`src/sv/nps3d_dist.sv`:
```
// Pipelined squared-distance unit: difference, square, sum; one point per cycle.
`timescale 1ns / 1ps
module nps3d_dist #(
  parameter int COORD_BITS = 16,
  parameter int IDX_W = 10,
  localparam int DIST_W = 2 * COORD_BITS + 2
) (
  input  logic                    clk_i,
  input  logic                    rst_ni,
  input  logic                    valid_i,
  input  logic [IDX_W-1:0]        idx_i,
  input  logic [3*COORD_BITS-1:0] point_i,  // x, y, z from the lowest bit up
  input  logic [3*COORD_BITS-1:0] query_i,  // x, y, z from the lowest bit up
  output logic                    valid_o,
  output logic [IDX_W-1:0]        idx_o,
  output logic [DIST_W-1:0]       dist_o
);

  localparam int DW = COORD_BITS + 1;

  logic [DW-1:0]     adiff_d [3];
  logic [DW-1:0]     adiff_q [3];
  logic [DIST_W-1:0] sq_q [3];
  logic [DIST_W-1:0] sum_q;
  logic [2:0]        valid_q;
  logic [IDX_W-1:0]  idx1_q, idx2_q, idx3_q;

  // absolute per-axis differences
  always_comb begin
    logic signed [DW-1:0] p, q, d;
    for (int k = 0; k < 3; k++) begin
      p = signed'({point_i[k*COORD_BITS+COORD_BITS-1], point_i[k*COORD_BITS +: COORD_BITS]});
      q = signed'({query_i[k*COORD_BITS+COORD_BITS-1], query_i[k*COORD_BITS +: COORD_BITS]});
      d = p - q;
      adiff_d[k] = d[DW-1] ? DW'(-d) : DW'(d);
    end
  end

  always_ff @(posedge clk_i or negedge rst_ni) begin
    if (!rst_ni) begin
      valid_q <= '0;
    end else begin
      valid_q <= {valid_q[1:0], valid_i};
    end
  end

  always_ff @(posedge clk_i) begin
    idx1_q <= idx_i;
    idx2_q <= idx1_q;
    idx3_q <= idx2_q;
    for (int k = 0; k < 3; k++) begin
      adiff_q[k] <= adiff_d[k];
      sq_q[k]    <= DIST_W'(adiff_q[k]) * DIST_W'(adiff_q[k]);
    end
    sum_q <= sq_q[0] + sq_q[1] + sq_q[2];
  end

  assign valid_o = valid_q[2];
  assign idx_o   = idx3_q;
  assign dist_o  = sum_q;

endmodule

```
`config.mk`:
```
export PLATFORM = sky130hd
export DESIGN_NAME = nps3d_dist
export DESIGN_NICKNAME = d
export VERILOG_FILES = /design/src/sv/nps3d_dist.sv
export SDC_FILE = /design/constraint.sdc
export NUM_CORES = 2
export LEC_CHECK = 0
export BUFFER_PORTS_ARGS = -buffer_cell sky130_fd_sc_hd__buf_2
export CAP_MARGIN = 20
export CORE_MARGIN = 2
export CORE_UTILIZATION = 40
export DETAILED_ROUTE_END_ITERATION = 7
export GPL_TIMING_DRIVEN = 0
export SLEW_MARGIN = 10
export SYNTH_ARGS = -nofsm -noshare
export SYNTH_HDL_FRONTEND = slang
export SYNTH_SLANG_ARGS = --single-unit
```
`constraint.sdc`:
```
create_clock -name clk_i -period 7.22 [get_ports clk_i]
set_input_delay 0.722 -clock clk_i [delete_from_list [all_inputs] [get_ports clk_i]]
set_output_delay 0.722 -clock clk_i [all_outputs]
set_load 0.005 [all_outputs]
```
==> impl_metrics.env <==
export IMPL_syn_area_um2=34210
export IMPL_start_util=0.4024
export IMPL_clkLatencyLatePin_ns=0.61
export IMPL_ctsRootBufferMaster="clkbuf_16"
export IMPL_wl_per_cell_um=15.01
export IMPL_period_minus_slack_ns=6.915
export IMPL_hp_class="input pin to register"
export IMPL_ant_nets=0
export IMPL_cp_slowest_cell="dfxtp_1"
export IMPL_dieArea_um2=87870
export IMPL_core_um2=85010
export IMPL_cp_startpoint="adiff_q[0][25]"
export IMPL_syn_inst=3704
export IMPL_post_route_drc_count=0
export IMPL_grt_pass1_wl_mm=128.0
export IMPL_yosysSeqAreaShare=0.1274
export IMPL_r2r_start="adiff_q[0][25]"
export IMPL_gp_congestion=0.8791
export IMPL_timing_fmax_mhz=144.6
export IMPL_h_tree_depth=1
export IMPL_fp_dieH_um=296.4
export IMPL_clock_path_buffers=3
export IMPL_fin_worst_skew_ns=0.03145
export IMPL_worstMarginPinSlew_ns=0.8016
export IMPL_synth_edf_count=0
export IMPL_via_count=24120
export IMPL_worst_hold_slack_ns=0.2145
export IMPL_clk_pin_slew_worst_paths_ns=0.06
export IMPL_avgSynthCellArea_um2=9.235
export IMPL_worstSetupPathType="register to register"
export IMPL_synth_warning_count=0
export IMPL_final_net_count=5012
export IMPL_stdcell_area_um2=37520
export IMPL_fin_crit_sh=0.9578
export IMPL_ys_seq_elements=217
export IMPL_worstPathRequired_ns=7.73
export IMPL_worstPathCellList="clkbuf_2, nand2_1, fa_1, inv_1, fa_1, inv_1, fa_1, inv_1, ha_1, fa_1, inv_1, fa_1, inv_1, ha_1, a21o_1, or4b_1, o221a_2, a221o_2, a21oi_2, nand4b_1, a31o_1, a21oi_2, xnor2_1"
export IMPL_cts_tree="done"
export IMPL_critPathMaxStageDelay_ns=0.62
export IMPL_die_x_um=296.4
export IMPL_cts_made_buffers=28
export IMPL_relSlewSlack=0.4631
export IMPL_ios=154
export IMPL_rsz0062_at_grt="no"
export IMPL_netlist_cell_type_count=77
export IMPL_numPortBuffers=153
export IMPL_maxSlewViolCount=0
export IMPL_cts_sinks=217
export IMPL_antenna_found_initial=2
export IMPL_dpl_cell_area_um2=36410
export IMPL_final_util=0.4413
export IMPL_outcome="finished clean"
export IMPL_endpoint="sq_q[0][67]"
export IMPL_synth_area_leaders="fa_1 (35%), ha_1 (15%), dfxtp_1 (13%), inv_1 (11%), xnor2_1 (4.4%)"
export IMPL_cp_start_kind="register"
export IMPL_wl_mm=75.87
export IMPL_cp_end_kind="register"
export IMPL_vias_per_cell=4.771
export IMPL_grt_pass1_vias=25470
export IMPL_fp_row_count=107
export IMPL_crit_path_max_fanout=10
export IMPL_yosys_area_top_type_share=0.3547
export IMPL_dp_hpwl_mm=64.82
export IMPL_syn_to_final_growth_pct=9.678
export IMPL_grt_start_max_net_pins=16
export IMPL_cap_violations=0
export IMPL_yosysTopAreaCell="fa_1"
export IMPL_layout_drive_gt1_share=0.07620
export IMPL_ff2ff_setup_slack_ns=0.30
export IMPL_critical_path_arrival_ns=7.42
export IMPL_r2r_end="sq_q[0][67]"
export IMPL_async_flop_share=0.01382
export IMPL_r2r_cells=23
export IMPL_drt_initial_drc_count=967
export IMPL_gr_usage_all_layers=0.1821
export IMPL_synthFlopType="dfxtp_1"
export IMPL_grt_overflow_total=0
export IMPL_hold_viol_final=0
export IMPL_setup_viol=0
export IMPL_first_pass_iters=5
==> cells by family (layout without fill, tap and decap cells) <==
group | count (synthesis) | after routing | share of synthesized area
xor+xnor | 229 | 229 | 0.05863
mux | 8 | 8 | 0.002560
flops | 217 | 217 | 0.1274
simple gates | 738 | 738 | 0.1058
compound gates | 462 | 462 | 0.08790
other cells | 1 | 4 | 0.0001096
buf+inv | 1036 | 1241 | 0.1140
fa+ha+maj | 1013 | 1013 | 0.5035
==> flip-flops by register name, indices dropped and copies added (netlist names) <==
signal,flops
valid_q,3
idx1_q,10
dist_o,34
sq_q,99
idx_o,10
idx2_q,10
adiff_q,51
==> cells in the final DEF (no fill, tap or decap), types with 9 or more instances in the layout <==
cell	instances
a21oi_1	136
and2_1	169
o21ai_0	72
nand3_1	25
inv_1	961
nor4_1	9
clkbuf_16	28
nor3_1	22
nand4_1	10
xnor2_1	173
o31ai_1	10
o21a_1	20
nand2b_1	15
or3_1	11
nor2_1	100
nor2b_1	29
o21bai_1	25
a211oi_1	15
or2_2	10
xor2_1	56
clkbuf_2	36
clkbuf_1	33
buf_2	157
dfxtp_2	9
and3_1	17
dfxtp_1	205
fa_1	606
a21o_1	66
ha_1	407
a31oi_1	26
nand2_1	294
==> layout make-up <==
cell class	instances	area [um2]
Antenna cell	1	2.502
Buffer	74	342.8
Clock inverter	15	198.9
Multi-Input combinational cell	2453	25990
Fill cell	8349	47500
Clock buffer	36	790.8
Tap cell	1144	1431
Inverter	961	3607
Sequential cell	217	4370
Timing Repair Buffer	155	783.3
==> critical path, delay by kind of cell, from the launching register on <==
| family | cells | cell delay [ns] |
|---|---|---|
| compound gates | 6 | 1.57 |
| xor+xnor | 1 | 0.13 |
| fa+ha+maj | 7 | 3.10 |
| buf+inv | 6 | 0.61 |
| flops | 1 | 0.62 |
| simple gates | 3 | 0.81 |
==> synth_stat cells (29+ instances only) <==
cell type  number
and2_1        169
fa_1          606
xor2_1         56
a21o_1         66
o21ai_0        73
inv_1         961
nor2b_1        29
xnor2_1       173
clkbuf_1       71
a21oi_1       136
nand2_1       295
ha_1          407
nor2_1        100
dfxtp_1       214
==> repair_timing <==
action | 4_1_cts | 5_1_grt
pin swaps | 0 | 1
buffers inserted | 0 | 1
setup endpoints to repair | 6 | 16
resized for setup | 11 | 76
hold endpoints to repair | 3 | 0
hold buffers | 1 | 0
==> metal layers <==
metal | wire [um] | track usage | share of wire | vias to the layer above
met3 | 2693 | 0.01569 | 0.035 | 75
met1 | 35000 | 0.2464 | 0.46 | 11920
met4 | 1821 | 0.03930 | 0.024 | 0
met2 | 36360 | 0.3174 | 0.48 | 394
li1 | - | - | - | 11730
met5 | 0 | 0 | 0 | -
==> stage by stage <==
stage          setup WS (ns)  setup TNS, ns  cells
2_1_floorplan          1.088              0   3706
3_3_place_gp         -0.1991        -0.5962   5003
3_5_place_dp         -0.1653        -0.3926   5003
4_1_cts             0.004139              0   5055
5_1_grt             0.002499              0   5055
6_report              0.3047              0   5056
==> worst min path at each step <==
stage	startpoint	to	depth (start not counted)
6_report	idx_i[3]	idx1_q[3]	1
5_1_grt	idx_i[3]	idx1_q[3]	1
4_1_cts	idx_i[3]	idx1_q[3]	1
3_5_place_dp	idx2_q[3]	idx_o[3]	0
3_3_place_gp	idx2_q[6]	idx_o[6]	0
2_1_floorplan	idx1_q[0]	idx2_q[0]	0
Power is not shown: default switching activity piles up to over one toggle a cycle in this logic, so the estimate is an artifact.
